[config.mk]
export PLATFORM = sky130hd
export DESIGN_NAME = dns_label_encoder
export DESIGN_NICKNAME = d
export VERILOG_FILES = /design/src/hw/rtl/dle_pkg.sv /design/src/hw/rtl/dle_cell.sv /design/src/hw/rtl/dle_ctrl.sv /design/src/hw/rtl/dns_label_encoder.sv
export SDC_FILE = /design/constraint.sdc
export NUM_CORES = 1
export LEC_CHECK = 0
export BUFFER_PORTS_ARGS = -buffer_cell sky130_fd_sc_hd__buf_2
export CAP_MARGIN = 0
export CORE_MARGIN = 5
export CORE_UTILIZATION = 36
export DETAILED_ROUTE_END_ITERATION = 12
export PLACE_DENSITY = 0.59
export RECOVER_POWER = 25
export SLEW_MARGIN = 10
export SYNTH_ARGS = -nofsm -noshare
export SYNTH_HDL_FRONTEND = slang
export SYNTH_SLANG_ARGS = --single-unit
export TNS_END_PERCENT = 50
[constraint.sdc]
create_clock -name clock -period 2.7 [get_ports clock]
set_input_delay 0.54 -clock clock [delete_from_list [all_inputs] [get_ports clock]]
set_output_delay 0.54 -clock clock [all_outputs]
set_load 0.005 [all_outputs]
[src/hw/rtl/dle_pkg.sv]
`default_nettype none

package dle_pkg;

   // Default label length bound and the label separator
   localparam int MAX_LABEL_DEF = 62;
   localparam logic [7:0] DOT_CHAR = 8'h2E;

   // Sequencer states
   typedef enum logic [1:0] {
      ST_IDLE,
      ST_LEN,
      ST_DATA,
      ST_ZERO
   } state_type;

   // Controls broadcast to every cell of the label chain
   typedef struct packed {
      logic load;   // write the incoming character at the cell matching the count
      logic shift;  // every cell takes its right neighbor's byte
   } cell_ctl_type;

endpackage

`default_nettype wire

[src/hw/rtl/dle_cell.sv]
`default_nettype none

module dle_cell
   import dle_pkg::*;
#(
   parameter int IDX = 0,
   parameter int CW  = 6
) (
   input  wire logic          clock,
   input  wire cell_ctl_type  ctl,
   input  wire logic [CW-1:0] count,
   input  wire logic [7:0]    load_char,
   input  wire logic [7:0]    right_byte,
   output logic      [7:0]    data_out
);

   logic [7:0] data_ff;
   logic [7:0] data_in;

   // Load at own slot, or move one place toward the head while draining
   always_comb begin
      data_in = data_ff;
      if (ctl.load && (count == CW'(IDX))) begin
         data_in = load_char;
      end else if (ctl.shift) begin
         data_in = right_byte;
      end
   end

   always_ff @(posedge clock) begin
      data_ff <= data_in;
   end

   assign data_out = data_ff;

endmodule

`default_nettype wire

[src/hw/rtl/dle_ctrl.sv]
`default_nettype none

module dle_ctrl
   import dle_pkg::*;
#(
   parameter int MAX_LABEL = MAX_LABEL_DEF,
   parameter int CW        = 6
) (
   input  wire logic          clock,
   input  wire logic          reset,
   input  wire logic          req_valid,
   output logic               req_stall,
   input  wire logic [7:0]    req_name_char,
   input  wire logic          req_end_of_name,
   output logic               rsp_valid,
   input  wire logic          rsp_stall,
   output logic      [7:0]    rsp_out_byte,
   output logic               rsp_name_done,
   output logic               rsp_label_overflow,
   input  wire logic [7:0]    head_byte,
   output logic      [CW-1:0] count,
   output cell_ctl_type       ctl
);

   state_type     state_ff, state_in;
   logic [CW-1:0] count_ff, count_in;
   logic          ovf_ff, ovf_in;
   logic          end_ff, end_in;

   logic req_acc, rsp_acc, is_dot, full;

   assign req_acc = req_valid && !req_stall;
   assign rsp_acc = rsp_valid && !rsp_stall;
   assign is_dot  = (req_name_char == DOT_CHAR);
   assign full    = (count_ff == CW'(MAX_LABEL));

   // Next state
   always_comb begin
      state_in = state_ff;
      case (state_ff)
         ST_IDLE: begin
            if (req_acc) begin
               if (is_dot) begin
                  state_in = (req_end_of_name && (count_ff == '0)) ? ST_ZERO : ST_LEN;
               end else if (req_end_of_name) begin
                  state_in = ST_LEN;
               end
            end
         end
         ST_LEN: begin
            if (rsp_acc) begin
               if (count_ff != '0) begin
                  state_in = ST_DATA;
               end else begin
                  state_in = end_ff ? ST_ZERO : ST_IDLE;
               end
            end
         end
         ST_DATA: begin
            if (rsp_acc && (count_ff == CW'(1))) begin
               state_in = end_ff ? ST_ZERO : ST_IDLE;
            end
         end
         ST_ZERO: begin
            if (rsp_acc) begin
               state_in = ST_IDLE;
            end
         end
         default: state_in = ST_IDLE;
      endcase
   end

   // Outputs
   always_comb begin
      req_stall          = 1'b1;
      rsp_valid          = 1'b0;
      rsp_out_byte       = 8'h00;
      rsp_name_done      = 1'b0;
      rsp_label_overflow = 1'b0;
      case (state_ff)
         ST_IDLE: begin
            req_stall = 1'b0;
         end
         ST_LEN: begin
            rsp_valid    = 1'b1;
            rsp_out_byte = 8'(count_ff);
         end
         ST_DATA: begin
            rsp_valid    = 1'b1;
            rsp_out_byte = head_byte;
         end
         ST_ZERO: begin
            rsp_valid          = 1'b1;
            rsp_name_done      = 1'b1;
            rsp_label_overflow = ovf_ff;
         end
         default: begin
            req_stall = 1'b1;
         end
      endcase
   end

   // Chain controls
   assign ctl.load  = req_acc && !is_dot && !full;
   assign ctl.shift = (state_ff == ST_DATA) && rsp_acc;

   // Count, overflow flag and end-of-name latch
   always_comb begin
      count_in = count_ff;
      ovf_in   = ovf_ff;
      end_in   = end_ff;
      if (req_acc) begin
         end_in = req_end_of_name;
         if (!is_dot && full) begin
            ovf_in = 1'b1;
         end
      end
      if (ctl.load) begin
         count_in = count_ff + CW'(1);
      end else if (ctl.shift) begin
         count_in = count_ff - CW'(1);
      end
      if ((state_ff == ST_ZERO) && rsp_acc) begin
         ovf_in   = 1'b0;
         end_in   = 1'b0;
         count_in = '0;
      end
   end

   always_ff @(posedge clock) begin
      if (reset) begin
         state_ff <= ST_IDLE;
         count_ff <= '0;
         ovf_ff   <= 1'b0;
         end_ff   <= 1'b0;
      end else begin
         state_ff <= state_in;
         count_ff <= count_in;
         ovf_ff   <= ovf_in;
         end_ff   <= end_in;
      end
   end

   assign count = count_ff;

endmodule

`default_nettype wire

[src/hw/rtl/dns_label_encoder.sv]
// The length byte of a label appears the cycle after the dot or end of name closing it is taken.
// Characters are buffered in the cell chain while idle; a label of n bytes then drains as its
// length byte and its n bytes out of the cell chain (one byte per cycle while the output is not
// stalled), followed by the terminating zero at end of name; input stalls while a label drains.
// Reset (synchronous, active high) clears the sequencer, label count and overflow flag;
// the cell chain itself is not reset.
`default_nettype none

module dns_label_encoder
   import dle_pkg::*;
#(
   parameter int MAX_LABEL = MAX_LABEL_DEF
) (
   input  wire logic       clock,
   input  wire logic       reset,
   input  wire logic       req_valid,
   output logic            req_stall,
   input  wire logic [7:0] req_name_char,
   input  wire logic       req_end_of_name,
   output logic            rsp_valid,
   input  wire logic       rsp_stall,
   output logic      [7:0] rsp_out_byte,
   output logic            rsp_name_done,
   output logic            rsp_label_overflow
);

   localparam int CW = $clog2(MAX_LABEL + 1);

   cell_ctl_type  ctl;
   logic [CW-1:0] count;
   logic [7:0]    cell_q [MAX_LABEL+1];

   // Sequencer
   dle_ctrl #(
      .MAX_LABEL (MAX_LABEL),
      .CW        (CW)
   ) u_ctrl (
      .clock              (clock),
      .reset              (reset),
      .req_valid          (req_valid),
      .req_stall          (req_stall),
      .req_name_char      (req_name_char),
      .req_end_of_name    (req_end_of_name),
      .rsp_valid          (rsp_valid),
      .rsp_stall          (rsp_stall),
      .rsp_out_byte       (rsp_out_byte),
      .rsp_name_done      (rsp_name_done),
      .rsp_label_overflow (rsp_label_overflow),
      .head_byte          (cell_q[0]),
      .count              (count),
      .ctl                (ctl)
   );

   // Label chain: cell 0 is the head, bytes move toward it while draining
   assign cell_q[MAX_LABEL] = 8'h00;

   for (genvar i = 0; i < MAX_LABEL; i++) begin : g_cell
      dle_cell #(
         .IDX (i),
         .CW  (CW)
      ) u_cell (
         .clock      (clock),
         .ctl        (ctl),
         .count      (count),
         .load_char  (req_name_char),
         .right_byte (cell_q[i+1]),
         .data_out   (cell_q[i])
      );
   end

endmodule

`default_nettype wire

== Yosys cells after proc, flatten, opt, wreduce, memory -nomap -nowiden ==
Cells that the tools add are included.

* Output and inout bits: 12
* Register bits after elaboration: 506
* Word-level logic and storage cells: 424
* Input bits: 13

* Equality and inequality tests: 71
* Add/sub/neg operators: 2
* Multiplexer cells: 141
* Reductions and logical operators: 144

{| class="wikitable"
|+ Operator list
! cell !! number
|-
| $mux 8 || 124
|-
| $eq 6x6->1 const B || 31
|-
| $reduce_bool 2->1 || 63
|-
| $eq 6x5->1 const B || 16
|-
| $logic_and 1x1->1 || 71
|-
| $eq 6x4->1 const B || 8
|-
| $eq 6x3->1 const B || 4
|-
| $mux 2 || 9
|-
| $pmux 8 s2 || 1
|-
| $eq 6x2->1 const B || 2
|-
| $mux 6 || 2
|-
| $eq 8x6->1 const B || 1
|-
| $ne 2x1->1 const B || 4
|-
| $pmux 2 s4 || 1
|-
| $add 6x1->6 const B || 1
|-
| $eq 6x1->1 const B || 1
|-
| $logic_not 6->1 || 1
|-
| $reduce_bool 6->1 || 1
|-
| $sub 6x1->6 const B || 1
|-
| $reduce_and 5->1 || 1
|-
| $eq 2x2->1 const B || 2
|-
| $mux 1 || 4
|-
| $logic_not 1->1 || 3
|-
| $ne 3x2->1 const B || 1
|-
| other kinds (5) || 5
|}

== Depth between registers and ports, before layout ==
Gate-level depths: netlist of run 1.

* Depth after elaboration: 7
* Depth in mapped cells: 9
* Gate-level depth less buffers: 7

== Cells and area by module ==
Synthesis of run 1 repeated with hierarchy kept, for this count alone.

* Cells, all modules: 1334
* Area total of the unflattened synthesis: 24325.8 µm²

{| class="wikitable"
|+ By module, submodules not included
! module !! cells each !! times used !! area each (µm²) !! seq. area each (µm²)
|-
| dle_cell at g_cell[16].u_cell ... || 19 || 14 || 374.1 || 240.2
|-
| dle_cell at g_cell[17].u_cell ... || 19 || 8 || 385.4 || 240.2
|-
| dle_cell at g_cell[23].u_cell ... || 20 || 8 || 380.4 || 240.2
|-
| dle_cell at g_cell[11].u_cell ... || 20 || 6 || 369.1 || 240.2
|-
| dle_cell at g_cell[51].u_cell ... || 20 || 6 || 366.6 || 240.2
|-
| dle_cell at g_cell[1].u_cell ... || 20 || 4 || 382.9 || 240.2
|-
| dle_cell at g_cell[10].u_cell ... || 20 || 4 || 371.6 || 240.2
|-
| dle_cell at g_cell[49].u_cell ... || 20 || 4 || 365.4 || 240.2
|-
| dle_cell at g_cell[55].u_cell ... || 20 || 3 || 427.9 || 240.2
|-
| dle_ctrl || 116 || 1 || 930.9 || 200.2
|-
| dle_cell at g_cell[12].u_cell ... || 20 || 2 || 375.4 || 240.2
|-
| dle_cell at g_cell[15].u_cell || 19 || 1 || 372.9 || 240.2
|-
| dle_cell at g_cell[0].u_cell || 20 || 1 || 364.1 || 240.2
|-
| dle_cell at g_cell[48].u_cell || 20 || 1 || 362.8 || 240.2
|-
| dns_label_encoder || 1 || 1 || 3.8 || 0.0
|}

== Worst setup path after synthesis of run 1 ==
No wires, ideal clock.

* Kind: input -> register
* Start point: input req_name_char[5]
* End point: register g_cell[29].u_cell.data_ff[0] (enable)
* Buffers on the path: 2
* Library setup time: 0.384 ns
* Setup slack: -0.048 ns
* Arrival: 2.364 ns
* Cell stages on the path: 6
* Required time: 2.316 ns
* Path through: clkbuf_1 > and4bb_1 > and2_4 > or3_4 > buf_6 > o21ai_0

* Word-level cells in the longest chain between the ends: 6

{| class="wikitable"
|+ Ends and longest elaborated chain
! what !! line !! RTL
|-
| start: declaration || dns_label_encoder.sv:18 || <nowiki>input wire logic [7:0] req_name_char,</nowiki>
|-
| $eq 8x6->1 || dle_ctrl.sv:34 || <nowiki>assign is_dot = (req_name_char == DOT_CHAR);</nowiki>
|-
| $logic_not 1->1 || dle_ctrl.sv:104 || <nowiki>assign ctl.load = req_acc && !is_dot && !full;</nowiki>
|-
| $logic_and 1x1->1 (2 in a row) || dle_ctrl.sv:104 ||
|-
| $logic_and 1x1->1 || dle_cell.sv:23 || <nowiki>if (ctl.load && (count == CW'(IDX))) begin</nowiki>
|-
| $reduce_bool 2->1 (no line) || n/a ||
|-
| end signal: assignment || dle_cell.sv:31 || <nowiki>data_ff <= data_in;</nowiki>
|-
| end: declaration || dle_cell.sv:17 || <nowiki>logic [7:0] data_ff;</nowiki>
|}

No other way between the ends.
A chain may end at the register's enable or synchronous reset.

== Worst setup path in the final report of run 1 ==
* Start point: register u_ctrl.state_ff[0]
* End point: register g_cell[45].u_cell.data_ff[5] (enable)

* Word-level cells in the longest chain between the ends: 6
* Elaborated cells between the ends (all ways): 13
* Classes of those cells: 3 x eq/ne; 1 x mux; 9 x reduce/logical

{| class="wikitable"
|+ Ends and longest elaborated chain
! what !! line !! RTL
|-
| start: declaration || dle_ctrl.sv:25 || <nowiki>state_type state_ff, state_in;</nowiki>
|-
| start signal: assignment || dle_ctrl.sv:137 || <nowiki>state_ff <= state_in;</nowiki>
|-
| $eq 2x1->1 (tied with other cells) || dle_ctrl.sv:80 || <nowiki>case (state_ff)</nowiki>
|-
| $reduce_or 3->1 (no line) / $logic_and 1x1->1 (equally long branches) || n/a ||
|-
| $mux 1 / $logic_and 1x1->1 (equally long branches) || dle_ctrl.sv:80, dle_ctrl.sv:104 ||
|-
| $logic_and 1x1->1, on equally long branches || dle_ctrl.sv:33, dle_ctrl.sv:104 ||
|-
| $logic_and 1x1->1, on equally long branches || dle_ctrl.sv:105, dle_cell.sv:23 ||
|-
| $reduce_bool 2->1 (no line) * || n/a ||
|-
| end signal: assignment || dle_cell.sv:31 ||
|-
| end: declaration || dle_cell.sv:17 ||
|}

Every way passes the cells marked *; elsewhere a longest branch is shown, timed or not.

==> reports/qor.csv, run 1 <==
metric;value;unit
sequential area share after synthesis;66.0;%
maxcap violations;0;
storage element area;15100;um^2
Arr. time, crit path;2.81;ns
hold depth;2;
Seq cells post-synth;506;
Clock Power Share;36.2;%
final setup TNS;0;ns
DRC violations left;0;
area fraction of the dominant cell type after synthesis;65.1;%
final setup vio count;0;
RSZ-0062 raised after global routing;no;
ANT cells;0;
VDD IR max;0.000393;V
crit path max fanout;32;
H-tree depth;2;
share of layout cells above drive strength 1;43.3;%
Hold WC Path Type;input pin to flip-flop;
finished layout cell area;26300;um^2
Synthesized Nets;1367;
normalized max-slew margin;38.1;%
dpl cell area;24600;um^2
total CTS buffers;53;
status;finished, final reports clean;
count of different cell masters after synthesis;55;
# IOs;25;
Wirelength per Cell;21.1;um
area of the multi-input gates;7370;um^2
core region area;63000;um^2
Peak Freq;390;MHz
vias per cell;5.03;
FP Rows;92;
Psw;5.04;mW
clock latency on the worst-skew pair;0.59;ns
root buf cell;clkbuf_16;
Area Overhead vs Synth;14.9;%
GRT overflow;0;
Finished Core Util;41.8;%
PortBufs;24;
CTS Buffer Depth;3;
TritonRoute pass-1 iters;5;
Pint;16.0;mW
leading area contributor after synthesis;edfxtp_1;
CP max stage delay;0.37;ns
Crit Path Category;flip-flop to flip-flop;
die height;262;um
largest net degree at the start of global routing;63;
fill count;5704;
initial DRC count;915;
Post-CTS Setup Inserts;0;
Total GRT Usage;14.3;%
Max Slew Vio Count;0;
worst r2r path cells;8;
Sequential Power Share;49.9;%
Clock transition at path regs;0.06;ns
final WL;49.4;mm
Cell Area, Synth;22900;um^2
clock skew;0.0236;ns
die width;262;um
Crit path required time;2.95;ns
Final Power;21.1;mW
worst slew pin tran;0.928;ns
slowest CP cell;clkbuf_1;
vias in the first global route;12400;
Cells after Synth;1344;
CP endpoint kind;flip-flop;
final hold violations;0;
first-pass GRT wire length;75.4;mm
min Tclk post-route;2.56;ns
sw frac;23.9;%
TritonCTS clock tree;done;
HPWL after DPL;29.9;mm
clock sinks;506;
Synthesis Warnings;0;
Comb power frac;13.9;%
period utilisation layout;94.9;%
vias;11800;
final hold slack;0.145;ns
Pwr Density;801;nW/um^2
Worst setup SP type;flip-flop;
die area;68700;um^2
crit-path cells;inv_1 > ha_1 > and2_1 > clkbuf_2 > nand4b_1 > buf_12 > o21ai_0 > clkbuf_1;
number of nets with antenna violations after routing;0;
Initial Util;36.3;%
Final nets;1472;
Synth area leaders;edfxtp_1 65%, mux2_2 19%, mux2_1 4.7%;
leakage power;8.89;nW
Routability Congestion;0.783;
syn avg cell area;17.0;um^2
antenna violations before repair;4;
## cell usage after synthesis (all sizes together)
cell type	n
and4	2
mux2i	1
a311oi	1
nand4b	1
a211oi	2
and4bb	2
nor2b	9
and3	2
nand3	12
nor3	10
buf	16
o21a	1
nor4	1
mux2	488
o22ai	1
edfxtp	496
a41o	1
a22oi	7
nand4	2
and2	14
nor3b	3
a22o	1
a41oi	1
a31oi	2
a21o	1
inv	8
o211ai	1
or3	1
o311a	1
nand2b	2
o21ai	56
nand2	35
or3b	1
xnor2	1
ha	10
a21oi	7
dfxtp	10
nor2	61
clkbuf	72
a2111oi	1
## worst paths after layout
check                                        start                             to  slack [ns]
worst min-delay path                         reset             u_ctrl.state_ff[0]        0.15
worst min register to register       u_ctrl.ovf_ff                  u_ctrl.ovf_ff        0.48
worst max-delay path            u_ctrl.state_ff[0]  g_cell[45].u_cell.data_out[5]        0.14
worst max register to register  u_ctrl.state_ff[0]  g_cell[45].u_cell.data_out[5]        0.14
## final cells by class
| class | instances | area share, % |
|---|---|---|
| Timing Repair Buffer | 138 | 3.47 |
| Multi-Input combinational cell | 742 | 28.0 |
| Sequential cell | 506 | 57.4 |
| Tap cell | 846 | 4.03 |
| Clock inverter | 31 | 1.53 |
| Clock buffer | 67 | 5.41 |
| Inverter | 8 | 0.114 |
## registers in the layout, summed over array words and instances (netlist names)
register                count
g_cell.u_cell.data_out    496
u_ctrl.count                6
u_ctrl.end_ff               1
u_ctrl.ovf_ff               1
u_ctrl.state_ff             2
## worst max-delay path, delay by kind of cell (launching register included)
kind | cells | cell delay (ns)
compound gates | 1 | 0.20
simple gates | 2 | 0.43
buf+inv | 4 | 0.99
flops | 1 | 0.34
fa+ha+maj | 1 | 0.20
## logic make-up (layout without fill, tap and decap cells)
| family | Yosys count | after routing | share of synthesized area (%) |
|---|---|---|---|
| DFF | 506 | 506 | 66.0 |
| muxes | 489 | 489 | 24.2 |
| and+or+nand+nor | 158 | 158 | 5.34 |
| buffers and inverters | 96 | 244 | 1.83 |
| AOI/OAI and AO/OA | 84 | 84 | 2.09 |
| adders and majority gates | 10 | 10 | 0.547 |
| xor gates and xnor gates | 1 | 1 | 0.0383 |
## per-stage QoR
step | cells | worst slack [ns]
after detailed placement | 2240 | -0.198
after global placement | 2240 | -0.120
after CTS | 2338 | 0.0238
final | 2338 | 0.138
after global routing | 2338 | 0.0237
after floorplan | 1344 | -0.0479
## what timing repair did
item,in CTS,in global routing
hold buffers,0,0
hold endpoints to repair,0,0
resized for setup,0,2
endpoints found under the setup margin,0,80
## placed cells by master, fill, tap and decap left out, drive strengths merged, types with 2 or more instances in the layout
cell type  instances
edfxtp           496
mux2             488
clkbuf           106
buf               99
nor2              61
o21ai             56
nand2             35
clkinv            17
and2              14
nand3             12
nor3              10
bufinv            10
dfxtp             10
ha                10
nor2b              9
inv                9
a22oi              7
a21oi              7
nor3b              3
clkinvlp           3
and3               2
a211oi             2
a31oi              2
and4bb             2
nand4              2
and4               2
nand2b             2
## power by group through the flow
stage | Clock (mW) | Combinational (mW) | Sequential (mW)
floorplan | 0 | 2.00 | 10.5
global placement | 0 | 2.96 | 10.7
detailed placement | 0 | 3.01 | 10.7
CTS | 7.82 | 3.04 | 10.5
global route | 8.17 | 3.17 | 10.6
finish | 7.63 | 2.93 | 10.5
## routing by layer
layer	share of wire, %	wire length [um]	vias up	track usage, %
met5	0	0	-	0
li1	-	-	5402	-
met1	43	21500	6032	18.9
met4	2.1	1050	0	3.86
met2	50	24600	247	24.5
met3	4.6	2280	81	2.46
Note: power is estimated with default switching activity, not from simulation.
==> run 2: changes to the inputs <==
--- a/config.mk
+++ b/config.mk
@@ -8,12 +8,14 @@
 export BUFFER_PORTS_ARGS = -buffer_cell sky130_fd_sc_hd__buf_2
 export CAP_MARGIN = 0
 export CORE_MARGIN = 5
-export CORE_UTILIZATION = 36
+export CORE_UTILIZATION = 57
+export CTS_CLUSTER_DIAMETER = 60
 export DETAILED_ROUTE_END_ITERATION = 12
-export PLACE_DENSITY = 0.59
+export PLACE_DENSITY = 0.83
 export RECOVER_POWER = 25
 export SLEW_MARGIN = 10
 export SYNTH_ARGS = -nofsm -noshare
 export SYNTH_HDL_FRONTEND = slang
+export SYNTH_HIERARCHICAL = 1
 export SYNTH_SLANG_ARGS = --single-unit
 export TNS_END_PERCENT = 50
==> run 2 against run 1 <==
Net effect:
- final cell count down 12%
- combinational power grew 33%
- area after synthesis is 6.3% higher
- sequential power down 5%
- core utilization rose by 24 points
- critical path type unchanged
- largest power group unchanged
- highest routed layer unchanged
==> reports/qor.csv, run 2 <==
metric;value;unit;change
status;finished, final reports clean;;unchanged
Post-synth EDFFs;496;;unchanged
CP endpoint kind;flip-flop;;unchanged
final setup vio count;0;;unchanged
Max Slew Vio Count;0;;unchanged
first-pass GRT wire length;73.6;mm;was 75.4 mm
total CTS buffers;52;;was 53
die area;46900;um^2;was 68700 um^2
Reg-to-Reg Start;u_ctrl/state_ff[0];;was u_ctrl.state_ff[0]
CTS Buffer Depth;3;;unchanged
TritonRoute pass-1 iters;5;;unchanged
Cells after Synth;1334;;was 1344
Worst setup startpoint;u_ctrl/state_ff[0];;was u_ctrl.state_ff[0]
largest family of logic cells by synthesized area;multiplexers;;unchanged
Crit path required time;3.04;ns;was 2.95 ns
post-synthesis adder-cell area fraction;0.514;%;was 0.547%
Crit Path Category;flip-flop to flip-flop;;unchanged
antenna violations before repair;2;;was 4
HP Start;req_end_of_name;;was reset
ys flop type;edfxtp_1;;unchanged
Area Overhead vs Synth;14.2;%;was 14.9%
Initial Util;57.9;%;was 36.3%
vias per cell;6.08;;was 5.03
Wirelength per Cell;22.1;um;was 21.1 um
pre-CTS setup slack;-0.0940;ns;was -0.198 ns
worst slew pin tran;0.886;ns;was 0.928 ns
initial DRC count;994;;was 915
area fraction of the dominant cell type after synthesis;61.2;%;was 65.1%
crit path max fanout;38;;was 32
sequential area share after synthesis;62.1;%;was 66.0%
VDD IR max;0.000632;V;was 0.000393 V
clock sinks;506;;unchanged
Finished Core Util;66.1;%;was 41.8%
clock skew;0.0164;ns;was 0.0236 ns
commonest non-fill, non-tap cell in the layout;edfxtp_1;;unchanged
max reg flops;496;;unchanged
final hold slack;0.240;ns;was 0.145 ns
final setup TNS;0;ns;unchanged
share of layout cells above drive strength 1;51.5;%;was 43.3%
count of different cell masters after synthesis;55;;unchanged
Synthesis Warnings;6;;was 0
vias;12500;;was 11800
GRT overflow;0;;unchanged
Total GRT Usage;19.4;%;was 14.3%
H-tree depth;2;;unchanged
Arr. time, crit path;2.92;ns;was 2.81 ns
asr flop ratio synth;0;%;unchanged
final cell count without fillers;2062;;was 2338
most common cell in the netlist;edfxtp_1;;unchanged
min Tclk post-route;2.59;ns;was 2.56 ns
core region area;42000;um^2;was 63000 um^2
leakage power;10.1;nW;was 8.89 nW
largest net degree at the start of global routing;69;;was 63
TritonCTS clock tree;done;;unchanged
root buf cell;clkbuf_16;;unchanged
die width;217;um;was 262 um
Seq cells post-synth;506;;unchanged
XOR/XNOR Fraction of Synth Area;0.0360;%;was 0.0383%
Synth area leaders;edfxtp_1 61%, mux2_2 22%, nand4b_4 3.2%;;was edfxtp_1 65%, mux2_2 19%, mux2_1 4.7%
PortBufs;24;;unchanged
number of nets with antenna violations after routing;0;;unchanged
Pwr Density;751;nW/um^2;was 801 nW/um^2
FP Rows;75;;was 92
ANT cells;0;;unchanged
syn avg cell area;18.2;um^2;was 17.0 um^2
leading area contributor after synthesis;edfxtp_1;;unchanged
final hold violations;0;;unchanged
Compound-Gate Fraction of Synth Area;0.808;%;was 2.09%
# IOs;25;;unchanged
maxcap violations;0;;unchanged
Post-Place Cells;1966;;was 2240
RSZ-0062 raised after global routing;no;;unchanged
die height;217;um;was 262 um
Worst setup SP type;flip-flop;;unchanged
Hold WC Path Type;input pin to flip-flop;;unchanged
most frequent cells in the layout;496 x edfxtp_1, 402 x mux2_2, 59 x mux2_4;;was 496 x edfxtp_1, 385 x mux2_2, 95 x mux2_1
period utilisation layout;95.8;%;was 94.9%
simple-gate portion of the synthesized area;12.6;%;was 5.34%
DRC violations left;0;;unchanged
Clock transition at path regs;0.06;ns;about the same
normalized max-slew margin;40.9;%;was 38.1%
HPWL after DPL;25.0;mm;was 29.9 mm
vias in the first global route;13100;;was 12400
Final nets;1504;;was 1472
final worst setup slack;0.114;ns;was 0.138 ns
clock latency on the worst-skew pair;0.59;ns;about the same
final WL;45.5;mm;was 49.4 mm
fill count;2728;;was 5704
Cell Area, Synth;24300;um^2;was 22900 um^2
most common library cells after synthesis;496 x edfxtp_1, 472 x mux2_2, 37 x or2b_1;;was 496 x edfxtp_1, 385 x mux2_2, 95 x mux2_1
Routability Congestion;0.761;;was 0.783
Peak Freq;387;MHz;was 390 MHz
multiplexer share of the synthesized area;23.3;%;was 24.2%
[run 2: changes by cell type in the layout (fill, tap and decap cells not counted), moves of 27 or more]
cell and delta:
nand4b_4 +27, mux2_4 +51, o21ai_0 -50, buf_12 +28
clkbuf_1 -29, buf_4 -39, mux2_1 -60
[run 2: logic make-up (layout without fill, tap and decap cells)]
logic type      Yosys count  after routing
flops                   506            506
mux                     496            496
simple gates            268            268
compound gates           30             30
buf+inv                  22            204
fa+ha+maj                10             10
other cells               1              8
xor+xnor                  1              1
[run 2: per-layer routing]
| metal | GRT usage (%) | share of wire [%] | routed length (um) | vias up |
|---|---|---|---|---|
| li1 | - | - | - | 5721 |
| met2 | 31.6 | 48 | 21800 | 337 |
| met4 | 4.56 | 1.9 | 863 | 0 |
| met3 | 3.73 | 5.7 | 2570 | 68 |
| met5 | 0 | 0 | 0 | - |
| met1 | 27.5 | 45 | 20300 | 6418 |
[run 2: power by group]
group	internal, mW	switching (mW)
registers	9.78	0.259
clock network	3.98	2.96
logic	1.55	2.33
total	15.3	5.55
[run 2: worst max-delay path: stages (launching register included)]
cell	delay (ns)
dfxtp_1	0.32
inv_1	0.13
ha_1	0.24
nand2_1	0.15
a21oi_2	0.28
nand2_8	0.11
inv_16	0.17
nand2_1	0.08
nor3_1	0.30
buf_12	0.18
mux2_2	0.34
[run 2: final timing paths]
check,endpoint,slack [ns],cells after the start
worst max register to register,g_cell[27].u_cell/data_out[4],0.11,10
worst max-delay path,g_cell[27].u_cell/data_out[4],0.11,10
worst min-delay path,u_ctrl/end_ff,0.24,3
worst min register to register,u_ctrl/end_ff,0.50,2
[run 2: through the flow]
step,power [mW],instance area (um^2)
final,20.9,27800
after global routing,21.7,27800
after CTS,21.1,28200
after detailed placement,14.1,26500
after global placement,14.0,26500
after floorplan,12.9,24800
[run 2: timing repair]
item / CTS / global route
hold endpoints to repair: 0 / 0
gates resized for setup: 0 / 1
hold buffers: 0 / 0
endpoints found under the setup margin: 0 / 17
buffers inserted: 0 / 0
[run 2: final cells by class]
class | instances | area (um^2) | share of cell area [%]
clock buffer | 57 | 1340 | 4.83
clock inverter | 39 | 312 | 1.12
inverter | 9 | 52.6 | 0.189
multi-input combinational | 813 | 9210 | 33.2
sequential | 506 | 15100 | 54.4
tap | 539 | 674 | 2.43
timing repair buffer | 99 | 1070 | 3.86
==> run 3: changes to the inputs <==
--- a/config.mk
+++ b/config.mk
@@ -11,6 +11,7 @@
 export CORE_UTILIZATION = 57
 export CTS_CLUSTER_DIAMETER = 60
 export DETAILED_ROUTE_END_ITERATION = 12
+export GPL_TIMING_DRIVEN = 0
 export PLACE_DENSITY = 0.83
 export RECOVER_POWER = 25
 export SLEW_MARGIN = 10
==> run 3 against run 2 <==
Net effect:
- combinational power grew 4%
- non-clock buffer count decreased by 39
- clock power shrank 3.0%
- total power up 0.21%
- count of clock-buffer cells in the layout grew 9
- clock skew up 0.00084 ns
- flip-flop and latch count unchanged
- critical path type is now input pin to flip-flop
==> reports/qor.csv, run 3 (synthesis results as in run 2) <==
metric;value;unit;change
HPWL after DPL;22.9;mm;was 25.0 mm
pre-CTS setup slack;-1.67;ns;was -0.0940 ns
dpl cell area;25700;um^2;was 26500 um^2
vias;12600;;was 12500
Wirelength per Cell;23.6;um;was 22.1 um
Final nets;1464;;was 1504
TritonRoute pass-1 iters;5;;unchanged
Area Overhead vs Synth;14.3;%;was 14.2%
H-tree depth;2;;unchanged
worst slew pin tran;0.740;ns;was 0.886 ns
Initial Util;57.9;%;unchanged
initial DRC count;967;;was 994
Worst setup SP type;input pin;;was flip-flop
VDD IR max;0.000513;V;was 0.000632 V
most frequent cells in the layout;496 x edfxtp_1, 402 x mux2_2, 94 x mux2_4;;was 496 x edfxtp_1, 402 x mux2_2, 59 x mux2_4
min Tclk post-route;2.63;ns;was 2.59 ns
ANT cells;0;;unchanged
Peak Freq;381;MHz;was 387 MHz
PortBufs;24;;unchanged
max reg flops;496;;unchanged
Pwr Density;752;nW/um^2;was 751 nW/um^2
die width;217;um;unchanged
final worst setup slack;0.0732;ns;was 0.114 ns
final hold violations;0;;unchanged
Routability Congestion;0.767;;was 0.761
vias in the first global route;13200;;was 13100
period utilisation layout;97.3;%;was 95.8%
TritonCTS clock tree;done;;unchanged
final WL;47.6;mm;was 45.5 mm
Psw;5.73;mW;was 5.55 mW
final hold slack;0.239;ns;was 0.240 ns
largest net degree at the start of global routing;65;;was 69
FP Rows;75;;unchanged
Post-Place Cells;1906;;was 1966
final setup vio count;0;;unchanged
number of nets with antenna violations after routing;0;;unchanged
Clock transition at path regs;0.06;ns;about the same
Total GRT Usage;19.8;%;was 19.4%
final setup TNS;0;ns;unchanged
Final Power;20.9;mW;about the same
CP endpoint kind;flip-flop;;unchanged
Hold WC Path Type;input pin to flip-flop;;unchanged
fill count;2716;;was 2728
Max Slew Vio Count;0;;unchanged
total CTS buffers;50;;was 52
clock skew;0.0172;ns;was 0.0164 ns
root buf cell;clkbuf_16;;unchanged
Finished Core Util;66.1;%;about the same
cts hold-fix bufs;0;;unchanged
share of layout cells above drive strength 1;53.5;%;was 51.5%
crit path max fanout;63;;was 38
Comb power frac;19.3;%;was 18.6%
Sequential Power Share;48.5;%;was 48.1%
Crit Path Category;input pin to flip-flop;;was flip-flop to flip-flop
DRC violations left;0;;unchanged
maxcap violations;0;;unchanged
final cell count without fillers;2021;;was 2062
die height;217;um;unchanged
# IOs;25;;unchanged
sw frac;27.4;%;was 26.6%
GRT overflow;0;;unchanged
Clock Power Share;32.2;%;was 33.2%
first-pass GRT wire length;74.1;mm;was 73.6 mm
Arr. time, crit path;2.97;ns;was 2.92 ns
vias per cell;6.24;;was 6.08
leakage power;10.1;nW;about the same
clock sinks;506;;unchanged
die area;46900;um^2;unchanged
Crit path required time;3.04;ns;about the same
antenna violations before repair;1;;was 2
core region area;42000;um^2;unchanged
clock latency on the worst-skew pair;0.58;ns;was 0.59 ns
CTS Buffer Depth;3;;unchanged
finished layout cell area;27800;um^2;about the same
commonest non-fill, non-tap cell in the layout;edfxtp_1;;unchanged
normalized max-slew margin;50.7;%;was 40.9%
status;finished, final reports clean;;unchanged
Pint;15.2;mW;was 15.3 mW
==> run 3: cell count changes in the layout (fill, tap and decap cells not counted), sizes merged <==
cell,previous run,this run
bufinv,4,3
clkbuf,66,70
inv,14,11
buf,90,56
clkinvlp,3,1
clkinv,27,22
==> run 3: final cells by class <==
type / count / area [um^2] / share of cell area (%)
flip-flops and latches: 506 / 15100 / 54.4
multi-input cells: 813 / 9550 / 34.4
clock buffers: 66 / 1370 / 4.94
well taps: 539 / 674 / 2.43
repair buffers: 47 / 649 / 2.34
clock inverters: 27 / 214 / 0.770
plain buffers: 13 / 134 / 0.482
inverters: 9 / 67.6 / 0.243
repair inverters: 1 / 16.3 / 0.0585
==> run 3: what timing repair did <==
item / CTS / global route
gates resized for setup: 15 / 5
pin swaps: 4 / 4
setup buffers: 15 / 6
setup endpoints to repair: 998 / 452
gates cloned: 0 / 1
==> run 3: power by group through the flow <==
stage	clock (mW)	combinational, mW	sequential, mW
after floorplan	0	2.39	10.5
after global placement	0	2.93	10.7
after detailed placement	0	3.10	10.7
after CTS	6.85	3.88	10.2
after global routing	7.19	4.27	10.2
final	6.73	4.04	10.1
==> run 3: worst paths after layout <==
check | cells after the start | end | slack, ns | startpoint
worst max-delay path | 9 | g_cell[39].u_cell/data_out[4] | 0.07 | req_name_char[0]
worst min-delay path | 3 | u_ctrl/state_ff[0] | 0.24 | reset
worst max register to register | 8 | g_cell[56].u_cell/data_out[7] | 0.08 | u_ctrl/count[2]
worst min register to register | 2 | u_ctrl/end_ff | 0.49 | u_ctrl/end_ff
==> run 3: per-layer routing <==
layer / GRT usage [%] / vias up / wire, um
met2: 32.2 / 464 / 22700
met4: 5.87 / 0 / 1190
met1: 27.6 / 6440 / 20500
met5: 0 / - / 0
li1: - / 5611 / -
met3: 3.54 / 94 / 3270
==> run 3: worst max-delay path, stage by stage <==
cell and delay, ns:
buf_8 0.35, and4b_1 0.33, a21oi_4 0.39, nand2_8 0.17, clkinv_16 0.17, nand2_1 0.13
nor3_4 0.28, buf_12 0.16, mux2_2 0.33
